$ cat src/hw/rtl/pgas_pkg.sv
package pgas_pkg;

    localparam int MAX_ELEMS = 8;
    localparam int VAL_W     = $clog2(MAX_ELEMS + 1);
    localparam int CNT_W     = 4;
    localparam int SCAN_W    = $clog2(MAX_ELEMS);
    localparam int WORD_W    = 32;
    localparam int NIB_W     = 4;
    localparam int PACK_N    = (MAX_ELEMS < WORD_W / NIB_W) ? MAX_ELEMS : WORD_W / NIB_W;
    localparam logic [CNT_W-1:0] COUNT_RESET = CNT_W'(4);

    typedef enum logic [1:0] {
        S_IDLE,
        S_SCAN,
        S_UPDATE,
        S_EMIT
    } t_state;

    typedef struct packed {
        logic             load;
        logic             scan;
        logic             update;
        logic [VAL_W-1:0] best;
    } t_cell_ctl;

endpackage

$ cat src/hw/rtl/pgas_in_if.sv
interface pgas_in_if;
    logic valid;
    logic ready;
    logic restart;

    modport source (output valid, output restart, input ready);
    modport sink   (input valid, input restart, output ready);
endinterface

$ cat src/hw/rtl/pgas_out_if.sv
interface pgas_out_if;
    logic        valid;
    logic        ready;
    logic [31:0] perm_word;
    logic        moved;
    logic        exhausted;

    modport source (output valid, output perm_word, output moved, output exhausted, input ready);
    modport sink   (input valid, input perm_word, input moved, input exhausted, output ready);
endinterface

$ cat src/hw/rtl/pgas_cfg_if.sv
interface pgas_cfg_if;
    logic       valid;
    logic       ready;
    logic [3:0] active_count;

    modport source (output valid, output active_count, input ready);
    modport sink   (input valid, input active_count, output ready);
endinterface

$ cat src/hw/rtl/pgas_cell.sv
module pgas_cell import pgas_pkg::*; (
    input  logic             i_clk,
    input  logic             i_rst_n,
    input  t_cell_ctl        i_ctl,
    input  logic [VAL_W-1:0] i_id_val,
    input  logic             i_active,
    input  logic             i_left_ok,
    input  logic             i_right_ok,
    input  logic [VAL_W-1:0] i_left_val,
    input  logic             i_left_dir,
    input  logic [VAL_W-1:0] i_right_val,
    input  logic             i_right_dir,
    input  logic [VAL_W-1:0] i_best,
    output logic [VAL_W-1:0] o_val,
    output logic             o_dir,
    output logic [VAL_W-1:0] o_best
);

    logic [VAL_W-1:0] r_val, n_val;
    logic             r_dir, n_dir;
    logic [VAL_W-1:0] r_best, n_best;
    logic             mobile;
    logic [VAL_W-1:0] cand;
    logic [VAL_W-1:0] sw_val;
    logic             sw_dir;

    always_comb begin
        if (r_dir) begin
            mobile = i_right_ok && (r_val > i_right_val);
        end else begin
            mobile = i_active && i_left_ok && (r_val > i_left_val);
        end
        cand   = mobile ? r_val : '0;
        n_best = (cand > i_best) ? cand : i_best;
    end

    // swap with the neighbor the mobile value points at, then flip larger values
    always_comb begin
        sw_val = r_val;
        sw_dir = r_dir;
        if (r_val == i_ctl.best) begin
            if (r_dir) begin
                sw_val = i_right_val;
                sw_dir = i_right_dir;
            end else begin
                sw_val = i_left_val;
                sw_dir = i_left_dir;
            end
        end else if (i_right_ok && (i_right_val == i_ctl.best) && !i_right_dir) begin
            sw_val = i_right_val;
            sw_dir = i_right_dir;
        end else if (i_left_ok && (i_left_val == i_ctl.best) && i_left_dir) begin
            sw_val = i_left_val;
            sw_dir = i_left_dir;
        end

        n_val = r_val;
        n_dir = r_dir;
        if (i_ctl.load) begin
            n_val = i_id_val;
            n_dir = 1'b0;
        end else if (i_ctl.update) begin
            n_val = sw_val;
            n_dir = sw_dir ^ (i_active && (sw_val > i_ctl.best));
        end
    end

    always_ff @(posedge i_clk) begin
        if (!i_rst_n) begin
            r_val <= i_id_val;
            r_dir <= 1'b0;
        end else begin
            r_val <= n_val;
            r_dir <= n_dir;
        end
    end

    always_ff @(posedge i_clk) begin
        if (i_ctl.scan) begin
            r_best <= n_best;
        end
    end

    assign o_val  = r_val;
    assign o_dir  = r_dir;
    assign o_best = r_best;

endmodule

$ cat src/hw/rtl/pgas_ctrl.sv
module pgas_ctrl import pgas_pkg::*; (
    input  logic             i_clk,
    input  logic             i_rst_n,
    input  logic             i_in_valid,
    input  logic             i_restart,
    input  logic             i_out_free,
    input  logic [VAL_W-1:0] i_best,
    output logic             o_in_ready,
    output t_cell_ctl        o_cell_ctl,
    output logic             o_emit,
    output logic             o_moved,
    output logic             o_exhausted
);

    t_state            r_state, n_state;
    logic [SCAN_W-1:0] r_cnt;
    logic              r_moved;
    logic              r_exh;
    logic              found;
    logic              accept;

    assign found  = (i_best != '0);
    assign accept = (r_state == S_IDLE) && i_in_valid;

    always_comb begin
        n_state = r_state;
        case (r_state)
            S_IDLE: begin
                if (i_in_valid) begin
                    n_state = i_restart ? S_EMIT : S_SCAN;
                end
            end
            S_SCAN: begin
                if (r_cnt == SCAN_W'(MAX_ELEMS - 1)) begin
                    n_state = S_UPDATE;
                end
            end
            S_UPDATE: n_state = S_EMIT;
            S_EMIT: begin
                if (i_out_free) begin
                    n_state = S_IDLE;
                end
            end
            default: n_state = S_IDLE;
        endcase
    end

    always_comb begin
        o_in_ready        = 1'b0;
        o_emit            = 1'b0;
        o_cell_ctl.load   = 1'b0;
        o_cell_ctl.scan   = 1'b0;
        o_cell_ctl.update = 1'b0;
        o_cell_ctl.best   = i_best;
        case (r_state)
            S_IDLE: begin
                o_in_ready      = 1'b1;
                o_cell_ctl.load = i_in_valid && i_restart;
            end
            S_SCAN:   o_cell_ctl.scan   = 1'b1;
            S_UPDATE: o_cell_ctl.update = found;
            S_EMIT:   o_emit            = i_out_free;
            default: begin
                o_in_ready = 1'b0;
            end
        endcase
    end

    always_ff @(posedge i_clk) begin
        if (!i_rst_n) begin
            r_state <= S_IDLE;
            r_cnt   <= '0;
            r_moved <= 1'b0;
            r_exh   <= 1'b0;
        end else begin
            r_state <= n_state;
            if (r_state == S_SCAN) begin
                r_cnt <= r_cnt + 1'b1;
            end else begin
                r_cnt <= '0;
            end
            if (accept && i_restart) begin
                r_moved <= 1'b1;
                r_exh   <= 1'b0;
            end else if (r_state == S_UPDATE) begin
                r_moved <= found;
                r_exh   <= !found;
            end
        end
    end

    assign o_moved     = r_moved;
    assign o_exhausted = r_exh;

endmodule

$ cat src/hw/rtl/permutation_gen_adjacent_swap.sv
// Adjacent-swap (Johnson-Trotter) permutation generator.
// i_item: one beat per request; restart=1 loads the identity 1..n with all
// directions left, restart=0 advances to the next permutation.
// o_result: one beat per request with perm_word (4 bits per position,
// position 0 lowest, positions n and up zero for n >= 1), moved and exhausted.
// exhausted=1 (moved=0) means no mobile value was left; state is unchanged.
// i_cfg: writes active_count (n); always ready. Write only while idle.
// Sequence: a restart loads the identity, then the result register is loaded;
// a step walks the running maximum along the cell row one cell per cycle,
// then an update state swaps and flips directions, then the result register
// is loaded. One request is in flight at a time; the next is taken in the
// cycle after the result is loaded, even while that result still waits.
// A stalled o_result holds its beat; a finished result waits in the control
// path until the output register is free.
// Reset: identity permutation, directions left, active_count 4, no result.
module permutation_gen_adjacent_swap import pgas_pkg::*; (
    input logic          i_clk,
    input logic          i_rst_n,
    pgas_in_if.sink      i_item,
    pgas_out_if.source   o_result,
    pgas_cfg_if.sink     i_cfg
);

    logic [CNT_W-1:0]  r_count;
    logic              r_out_valid;
    logic [WORD_W-1:0] r_perm;
    logic              r_moved;
    logic              r_exh;
    logic [WORD_W-1:0] pack;
    logic              out_free;
    logic              emit;
    logic              c_moved;
    logic              c_exh;
    t_cell_ctl         ctl;
    logic [MAX_ELEMS-1:0] active;
    logic [VAL_W-1:0]  w_val  [MAX_ELEMS];
    logic              w_dir  [MAX_ELEMS];
    logic [VAL_W-1:0]  w_best [MAX_ELEMS];

    assign i_cfg.ready = 1'b1;

    always_ff @(posedge i_clk) begin
        if (!i_rst_n) begin
            r_count <= COUNT_RESET;
        end else if (i_cfg.valid) begin
            r_count <= i_cfg.active_count;
        end
    end

    // count 0 acts as one element, counts past the row as the whole row
    always_comb begin
        for (int i = 0; i < MAX_ELEMS; i++) begin
            active[i] = (i == 0) || (i < int'(r_count));
        end
    end

    assign out_free = !r_out_valid || o_result.ready;

    pgas_ctrl u_ctrl (
        .i_clk       (i_clk),
        .i_rst_n     (i_rst_n),
        .i_in_valid  (i_item.valid),
        .i_restart   (i_item.restart),
        .i_out_free  (out_free),
        .i_best      (w_best[MAX_ELEMS-1]),
        .o_in_ready  (i_item.ready),
        .o_cell_ctl  (ctl),
        .o_emit      (emit),
        .o_moved     (c_moved),
        .o_exhausted (c_exh)
    );

    for (genvar g = 0; g < MAX_ELEMS; g++) begin : g_cell
        pgas_cell u_cell (
            .i_clk       (i_clk),
            .i_rst_n     (i_rst_n),
            .i_ctl       (ctl),
            .i_id_val    (VAL_W'(g + 1)),
            .i_active    (active[g]),
            .i_left_ok   ((g == 0) ? 1'b0 : 1'b1),
            .i_right_ok  ((g == MAX_ELEMS - 1) ? 1'b0 : active[(g + 1) % MAX_ELEMS]),
            .i_left_val  ((g == 0) ? '0 : w_val[(g + MAX_ELEMS - 1) % MAX_ELEMS]),
            .i_left_dir  ((g == 0) ? 1'b0 : w_dir[(g + MAX_ELEMS - 1) % MAX_ELEMS]),
            .i_right_val ((g == MAX_ELEMS - 1) ? '0 : w_val[(g + 1) % MAX_ELEMS]),
            .i_right_dir ((g == MAX_ELEMS - 1) ? 1'b0 : w_dir[(g + 1) % MAX_ELEMS]),
            .i_best      ((g == 0) ? '0 : w_best[(g + MAX_ELEMS - 1) % MAX_ELEMS]),
            .o_val       (w_val[g]),
            .o_dir       (w_dir[g]),
            .o_best      (w_best[g])
        );
    end

    always_comb begin
        pack = '0;
        for (int i = 0; i < PACK_N; i++) begin
            pack[i*NIB_W +: NIB_W] = active[i] ? NIB_W'(w_val[i]) : '0;
        end
    end

    always_ff @(posedge i_clk) begin
        if (!i_rst_n) begin
            r_out_valid <= 1'b0;
        end else if (emit) begin
            r_out_valid <= 1'b1;
        end else if (o_result.ready) begin
            r_out_valid <= 1'b0;
        end
    end

    always_ff @(posedge i_clk) begin
        if (emit) begin
            r_perm  <= pack;
            r_moved <= c_moved;
            r_exh   <= c_exh;
        end
    end

    assign o_result.valid     = r_out_valid;
    assign o_result.perm_word = r_perm;
    assign o_result.moved     = r_moved;
    assign o_result.exhausted = r_exh;

    a_busy_no_accept: assert property (@(posedge i_clk) disable iff (!i_rst_n)
        (ctl.scan || ctl.update) |-> !i_item.ready)
        else $error("input taken during a step");

    a_restart_identity: assert property (@(posedge i_clk) disable iff (!i_rst_n)
        (i_item.valid && i_item.ready && i_item.restart)
        |=> (w_val[0] == VAL_W'(1)) && !w_dir[0] && (w_val[MAX_ELEMS-1] == VAL_W'(MAX_ELEMS)))
        else $error("restart did not load identity");

    a_flags_exclusive: assert property (@(posedge i_clk) disable iff (!i_rst_n)
        emit |=> (o_result.moved != o_result.exhausted))
        else $error("moved and exhausted not exclusive");

    a_exhausted_holds: assert property (@(posedge i_clk) disable iff (!i_rst_n)
        (ctl.scan || (emit && c_exh)) |=> $stable(w_val[0]) && $stable(w_dir[0]))
        else $error("state changed without a swap");

endmodule
$ cat src/flat_wrapper.sv
// flat-port wrapper written by rule: the top's interface ports become plain ports
module permutation_gen_adjacent_swap_flat import pgas_pkg::*;
  (i_clk, i_rst_n, i_item_valid, i_item_restart, i_item_ready, o_result_valid, o_result_perm_word, o_result_moved, o_result_exhausted, o_result_ready, i_cfg_valid, i_cfg_active_count, i_cfg_ready);
  pgas_in_if i_item_i ();
  pgas_out_if o_result_i ();
  pgas_cfg_if i_cfg_i ();
  input logic i_clk;
  input logic i_rst_n;
  input wire logic [$bits(i_item_i.valid)-1:0] i_item_valid;
  input wire logic [$bits(i_item_i.restart)-1:0] i_item_restart;
  output wire logic [$bits(i_item_i.ready)-1:0] i_item_ready;
  output wire logic [$bits(o_result_i.valid)-1:0] o_result_valid;
  output wire logic [$bits(o_result_i.perm_word)-1:0] o_result_perm_word;
  output wire logic [$bits(o_result_i.moved)-1:0] o_result_moved;
  output wire logic [$bits(o_result_i.exhausted)-1:0] o_result_exhausted;
  input wire logic [$bits(o_result_i.ready)-1:0] o_result_ready;
  input wire logic [$bits(i_cfg_i.valid)-1:0] i_cfg_valid;
  input wire logic [$bits(i_cfg_i.active_count)-1:0] i_cfg_active_count;
  output wire logic [$bits(i_cfg_i.ready)-1:0] i_cfg_ready;
  assign i_item_i.valid = i_item_valid;
  assign i_item_i.restart = i_item_restart;
  assign i_item_ready = i_item_i.ready;
  assign o_result_valid = o_result_i.valid;
  assign o_result_perm_word = o_result_i.perm_word;
  assign o_result_moved = o_result_i.moved;
  assign o_result_exhausted = o_result_i.exhausted;
  assign o_result_i.ready = o_result_ready;
  assign i_cfg_i.valid = i_cfg_valid;
  assign i_cfg_i.active_count = i_cfg_active_count;
  assign i_cfg_ready = i_cfg_i.ready;
  permutation_gen_adjacent_swap u_core (.i_clk(i_clk), .i_rst_n(i_rst_n), .i_item(i_item_i), .o_result(o_result_i), .i_cfg(i_cfg_i));
endmodule
$ cat config.mk
export PLATFORM = sky130hd
export DESIGN_NAME = permutation_gen_adjacent_swap_flat
export DESIGN_NICKNAME = d
export VERILOG_FILES = /design/src/hw/rtl/pgas_pkg.sv /design/src/hw/rtl/pgas_in_if.sv /design/src/hw/rtl/pgas_out_if.sv /design/src/hw/rtl/pgas_cfg_if.sv /design/src/hw/rtl/pgas_cell.sv /design/src/hw/rtl/pgas_ctrl.sv /design/src/hw/rtl/permutation_gen_adjacent_swap.sv /design/src/flat_wrapper.sv
export SDC_FILE = /design/constraint.sdc
export NUM_CORES = 1
export LEC_CHECK = 0
export BUFFER_PORTS_ARGS = -buffer_cell sky130_fd_sc_hd__buf_2
export CORE_UTILIZATION = 25
export DETAILED_ROUTE_END_ITERATION = 8
export GPL_ROUTABILITY_DRIVEN = 0
export HOLD_SLACK_MARGIN = 0.05
export MAX_ROUTING_LAYER = met4
export PLACE_DENSITY_LB_ADDON = 0.1
export SETUP_SLACK_MARGIN = 0.15
export SYNTH_ARGS = -nofsm -noshare
export SYNTH_HDL_FRONTEND = slang
export SYNTH_SLANG_ARGS = --single-unit
$ cat constraint.sdc
create_clock -name i_clk -period 6.65 [get_ports i_clk]
set_input_delay 1.33 -clock i_clk [delete_from_list [all_inputs] [get_ports i_clk]]
set_output_delay 1.33 -clock i_clk [all_outputs]
set_load 0.05 [all_outputs]
**Word-level counts from Yosys, hierarchy flattened**

Cells that the tools add are included.

- Bits in registers: 118
- Bits in latches: 0
- RAM bits: 0
- Bits in read-only memories: 0
- Input bits: 10
- Output and inout bits: 37
- Word-level logic and storage cells: 262
- Memories kept: 0

- Add/subtract/negate cells: 1
- $mul: 0
- Div/mod/pow operators: 0
- $lt $le $gt $ge: 37
- Eq/ne operators: 15
- Shifts and indexed selects: 0
- Multiplexer cells: 97
- Bitwise logic cells: 9
- Reductions and logical operators: 63

Operators by type and width:

| operator | count |
|---|---|
| 2-to-1 mux 4 bit | 45 |
| > comparator 4 bit | 29 |
| 2-to-1 mux 1 bit | 47 |
| logical AND 1 bit | 45 |
| == test 4 bit | 8 |
| less-than comparator 3 x 4 -> 1 bit, first input constant | 4 |
| zero test 1 bit | 9 |
| less-than comparator 2 x 4 -> 1 bit, first input constant | 2 |
| 2-to-1 mux 2 bit | 4 |
| case mux 2 bit (4 select lines) | 1 |
| XOR 1 bit | 8 |
| != test 2 bit, second input constant | 3 |
| == test 2 bit, second input constant | 2 |
| > comparator 4 x 1 -> 1 bit, second input constant | 1 |
| less-than comparator 1 x 4 -> 1 bit, first input constant | 1 |
| nonzero test 2 bit | 2 |
| nonzero test 4 bit | 1 |
| OR reduction 2 bit | 2 |
| adder 3 x 1 -> 3 bit, second input constant | 1 |
| == test 3 bit, second input constant | 1 |
| AND reduction 3 bit | 1 |
| == test 2 x 1 -> 1 bit, second input constant | 1 |
| zero test 2 bit | 1 |
| AND reduction 2 bit | 1 |
| 2 further kinds | 2 |

**Depth between registers and ports, before layout**

- Depth in word-level cells: 8
- Gate-level depth with buffers: 16
- Gate-level depth less buffers: 15

**Modules after synthesis**

From an unflattened synthesis, not the netlist that was laid out.

- Cell total of the unflattened synthesis: 1203
- Area total of the unflattened synthesis: 11066.9 um2

By module, submodules not included:

| module | times used | cells an instance | area each (um2) | sequential area each (um2) |
|---|---|---|---|---|
| pgas_cell | 8 | 133 | 1146.1 | 260.2 |
| permutation_gen_adjacent_swap | 1 | 95 | 1486.4 | 1121.1 |
| pgas_ctrl | 1 | 44 | 411.6 | 140.1 |

**Least setup slack after synthesis**

No wires, ideal clock.

- Path kind: reg2reg
- From: register u_core.g_cell[3].u_cell.r_val[1]
- To: register u_core.g_cell[4].u_cell.r_best[0] (data pin)
- Setup time: 0.274 ns
- Data arrival time: 3.092 ns
- Data required time: 6.376 ns
- Path slack: 3.284 ns
- Stages on the path, launching flop included: 16
- Buffers on the path: 1
- Clock period less this slack: 3.366 ns
- Cells stage by stage: dfxtp_1 > clkbuf_1 > inv_1 > ha_1 > nor2b_1 > o21ai_0 > nand2b_1 > a21oi_1 > a2bb2oi_1 > nor2_1 > ha_1 > nor2b_1 > o21a_1 > o21a_1 > o21ai_1 > o31ai_1

- Longest elaborated chain between the ends: 6

Ends and longest elaborated chain:

| item | line | text |
|---|---|---|
| start: declaration | pgas_cell.sv:19 | `logic [VAL_W-1:0] r_val, n_val;` |
| start signal: assignment | pgas_cell.sv:70 | `r_val <= i_id_val;` |
| start signal: assignment | pgas_cell.sv:73 | `r_val <= n_val;` |
| > comparator 4 bit * | pgas_cell.sv:31 | `mobile = i_active && i_left_ok && (r_val > i_left_val);` |
| logical AND 1 bit * | pgas_cell.sv:31 |  |
| 2-to-1 mux 1 bit * | pgas_cell.sv:28 | `if (r_dir) begin` |
| 2-to-1 mux 4 bit * | pgas_cell.sv:33 | `cand = mobile ? r_val : '0;` |
| > comparator 4 bit | pgas_cell.sv:34 | `n_best = (cand > i_best) ? cand : i_best;` |
| 2-to-1 mux 4 bit * | pgas_cell.sv:34 |  |
| named net u_core.g_cell[4].u_cell.n_best[0] | pgas_cell.sv:21 | `logic [VAL_W-1:0] r_best, n_best;` |
| end signal: assignment | pgas_cell.sv:80 | `r_best <= n_best;` |
| end: declaration | pgas_cell.sv:21 |  |

Mark *: on every way through the listed nets, which the timed path passes. The rest lies on a longest branch.
A chain may end at the register's enable or synchronous reset.

**Worst setup path after layout**

- From: register u_core.g_cell[7].u_cell.r_best[0]
- To: register u_core.g_cell[1].u_cell.r_dir

- Longest elaborated chain between the ends: 8
- Elaborated cells between the ends (all ways): 17
- Those cells by class: 1 x order compare; 3 x eq/ne; 7 x mux; 1 x bitwise; 5 x reduce/logical

Ends and longest elaborated chain:

| item | line | text |
|---|---|---|
| start: declaration | pgas_cell.sv:21 |  |
| start signal: assignment | pgas_cell.sv:80 |  |
| == test 4 bit (on tied branches) | pgas_cell.sv:52, pgas_cell.sv:49 |  |
| logical AND 1 bit (on tied branches) | pgas_cell.sv:52, pgas_cell.sv:49 |  |
| 2-to-1 mux 4 bit / logical AND 1 bit (equally long branches) | pgas_cell.sv:52, pgas_cell.sv:49 |  |
| 2-to-1 mux 4 bit | pgas_cell.sv:49 | `end else if (i_right_ok && (i_right_val == i_ctl.best) && !i_right_dir) begin` |
| 2-to-1 mux 4 bit * | pgas_cell.sv:41 | `if (r_val == i_ctl.best) begin` |
| named net u_core.g_cell[1].u_cell.sw_val[3] | pgas_cell.sv:24 | `logic [VAL_W-1:0] sw_val;` |
| > comparator 4 bit * | pgas_cell.sv:64 | `n_dir = sw_dir ^ (i_active && (sw_val > i_ctl.best));` |
| logical AND 1 bit * | pgas_cell.sv:64 |  |
| XOR 1 bit * | pgas_cell.sv:64 |  |
| end signal: assignment | pgas_cell.sv:74 | `r_dir <= n_dir;` |
| end: declaration | pgas_cell.sv:20 | `logic r_dir, n_dir;` |

Marks and branches as above.

==> results.ini <==
[worst_setup_path]
required_ps = 7000
start_kind = flip-flop
cp_max_fo = 10
critPathKind = reg2reg
cp-end-kind = flip-flop
worst_ep_arrival_time_ps = 4450

[global_route]
grt_antenna_before_repair = 0
grt_pass1_wl_um = 43660
grtUsageTotal = 0.1699
overflow = 0
grt_pass1_vias = 7094
grt_max_degree = 36

[cts]
cts_buffer_depth = 2
ctsResizeCount = 0
ctsHoldBuffers = 0
cts_buffers = 17
cts.htree.levels = 4
clkLatencyLatePin_ps = 430
numClockSinks = 118
clkTransAtPathRegs_ps = 60
cts_root_buf = clkbuf_16
postCtsSetupRepairBufs = 0
cts_tree = yes

[layout]
area_growth_pct = 14.77
drive_above_1_share = 0.1102
diodes = 0
fillCellCount = 3616
regArea_mm2 = 0.003023
fin_cells = 1446
multi_input_area_mm2 = 0.005079
fin_nets = 1089

[power]
ir_worst_vdd_mv = 0.2675
cellPowerDensity_mw_per_mm2 = 419.9
power_w = 0.004124
total_leakage_power_nw = 3.875

[placed_design]
dp_slack_ps = 2545
hpwl_um = 19450
placed_cells = 1414
port_buffers = 45

[drt]
viasPerCell = 4.984
routedWlPerCell_um = 19.39
vias = 7207
ant_nets = 0
totalWireLength_um = 28040
initialDrtViolationCount = 335
drc = 0
dr.pass1.iters = 5

[floorplanning]
ios = 47
start_util = 0.2546
rows = 67
core_area_mm2 = 0.03362
die_y_um = 187.0
dieArea_mm2 = 0.03498
die-width_um = 187.0

[sta]
fin_hold_ws_ps = 453.0
min_period_ps = 4095
min_period_over_period = 0.6159
hold_violations = 0
slew_viol_final = 0
setup_tns_ps = 0
tightest_slew_ps = 1236
slew_headroom = 0.1729
clock_skew_ps = 9.955
rsz0062_at_grt = no
fmax_mhz = 244.2
setup_viol = 0
fin_ws_ps = 2555

[yosys]
yosys_warnings = 0
synthArstFlopShare = 0
yosys_most_used_dff = edfxtp_1
postSynthCellCount = 956
synth_area_leaders = edfxtp_1, ha_1, dfxtp_1
synth-seq-cells = 118
netlist_area_mm2 = 0.008558
yosysMostFrequentCell = nor2_1
synth_area_per_cell_um2 = 8.952
ys_seq_area_frac = 0.3532
synth.net_count = 1060
synth-edff-count = 66
synth_cell_types = 78
synth_area_leader_cell = edfxtp_1
synth_common_cells = nor2_1, ha_1, nand2_1, inv_1, edfxtp_1
synth_top_area_frac = 0.2316

[job]
drv_cap = 0

[outcome]
status = complete, no violations

[hold_path]
hold_class = reg2reg

[power by group]
part           switching [W]  leakage, nW  internal [W]  total [W]
combinational        0.00122         2.56      0.000719    0.00194
clock               0.000360        0.278      0.000581   0.000942
sequential          0.000241         1.04       0.00100    0.00124
[logic make-up after synthesis]
| logic type | synth area share |
|---|---|
| fa+ha+maj | 0.1374 |
| buf+inv | 0.05526 |
| flops | 0.3532 |
| compound gates | 0.2200 |
| other cells | 0.0004382 |
| simple gates | 0.1830 |
| xor+xnor | 0.03377 |
| mux | 0.01681 |
[cell usage in the layout (no fill, tap or decap), types with 5 or more instances in the layout]
master / n
nand3_1: 15
nand4_1: 15
nor3_1: 16
nand2b_1: 23
inv_1: 69
o211ai_1: 5
nor2_1: 107
a211oi_1: 9
ha_1: 94
edfxtp_1: 66
clkbuf_16: 18
o22ai_1: 21
o21ai_1: 6
buf_2: 45
nor2b_1: 21
a22o_1: 6
and2_1: 13
o21a_1: 25
o221ai_1: 7
xor2_1: 20
mux2i_1: 11
o31ai_1: 22
xnor2_1: 13
a32o_1: 6
buf_4: 12
o41ai_1: 7
o21ai_0: 34
nand2_1: 72
o211a_1: 6
a31oi_1: 7
a21oi_1: 47
and3_1: 6
dfxtp_1: 52
[routing by layer]
layer	track usage	share of wire
met1	0.2287	0.51
met2	0.2662	0.46
met3	0.02364	0.025
met4	0.04445	0.012
met5	-	0
[registers in the layout (all words and copies together), names as in the netlist]
register and count:
u_core.r_count 4, u_core.g_cell.u_cell.o_best 32, u_core.o_result.exhausted 1, u_core.o_result.perm_word 32, u_core.u_ctrl.r_state 2, u_core.u_ctrl.o_exhausted 1, u_core.o_result.valid 1, u_core.g_cell.u_cell.o_dir 8
u_core.u_ctrl.o_moved 1, u_core.g_cell.u_cell.o_val 32, u_core.u_ctrl.r_cnt 3, u_core.o_result.moved 1
[final cells by class]
| cell class | count | share of cell area |
|---|---|---|
| multi-input cells | 721 | 0.5171 |
| flip-flops and latches | 118 | 0.3078 |
| inverters | 70 | 0.02675 |
| repair buffers | 57 | 0.03210 |
| well taps | 448 | 0.05707 |
| clock buffers | 23 | 0.04879 |
| clock inverters | 9 | 0.01045 |
[stage by stage]
step	area (µm²)	util
after floorplan	8558	-
after global placement	9240	0.2749
after detailed placement	9240	0.2749
after CTS	9822	0.2922
after global routing	9822	0.2922
final	9822	0.2922
[critical path, stage by stage (launching register included)]
cell and delay [ps]:
edfxtp_1 700, buf_4 320, xor2_1 120, nor4_4 560, nand2_1 260, a2111oi_0 670, nor3_1 120, ha_1 320
nand3_1 100, o22ai_1 140, o221a_2 240, nor2_1 40, a211o_1 290, a31oi_1 130
[worst paths after layout]
check | start | endpoint | slack [ps] | cells after the start
worst max register to register | u_core.g_cell[7].u_cell.o_best[0] | u_core.g_cell[1].u_cell.o_dir | 2550 | 13
worst min register to register | u_core.u_ctrl.o_exhausted | u_core.o_result.exhausted | 450 | 0
worst max-delay path | u_core.g_cell[7].u_cell.o_best[0] | u_core.g_cell[1].u_cell.o_dir | 2550 | 13
worst min-delay path | u_core.u_ctrl.o_exhausted | u_core.o_result.exhausted | 450 | 0
(Power assumes the default switching activity.)
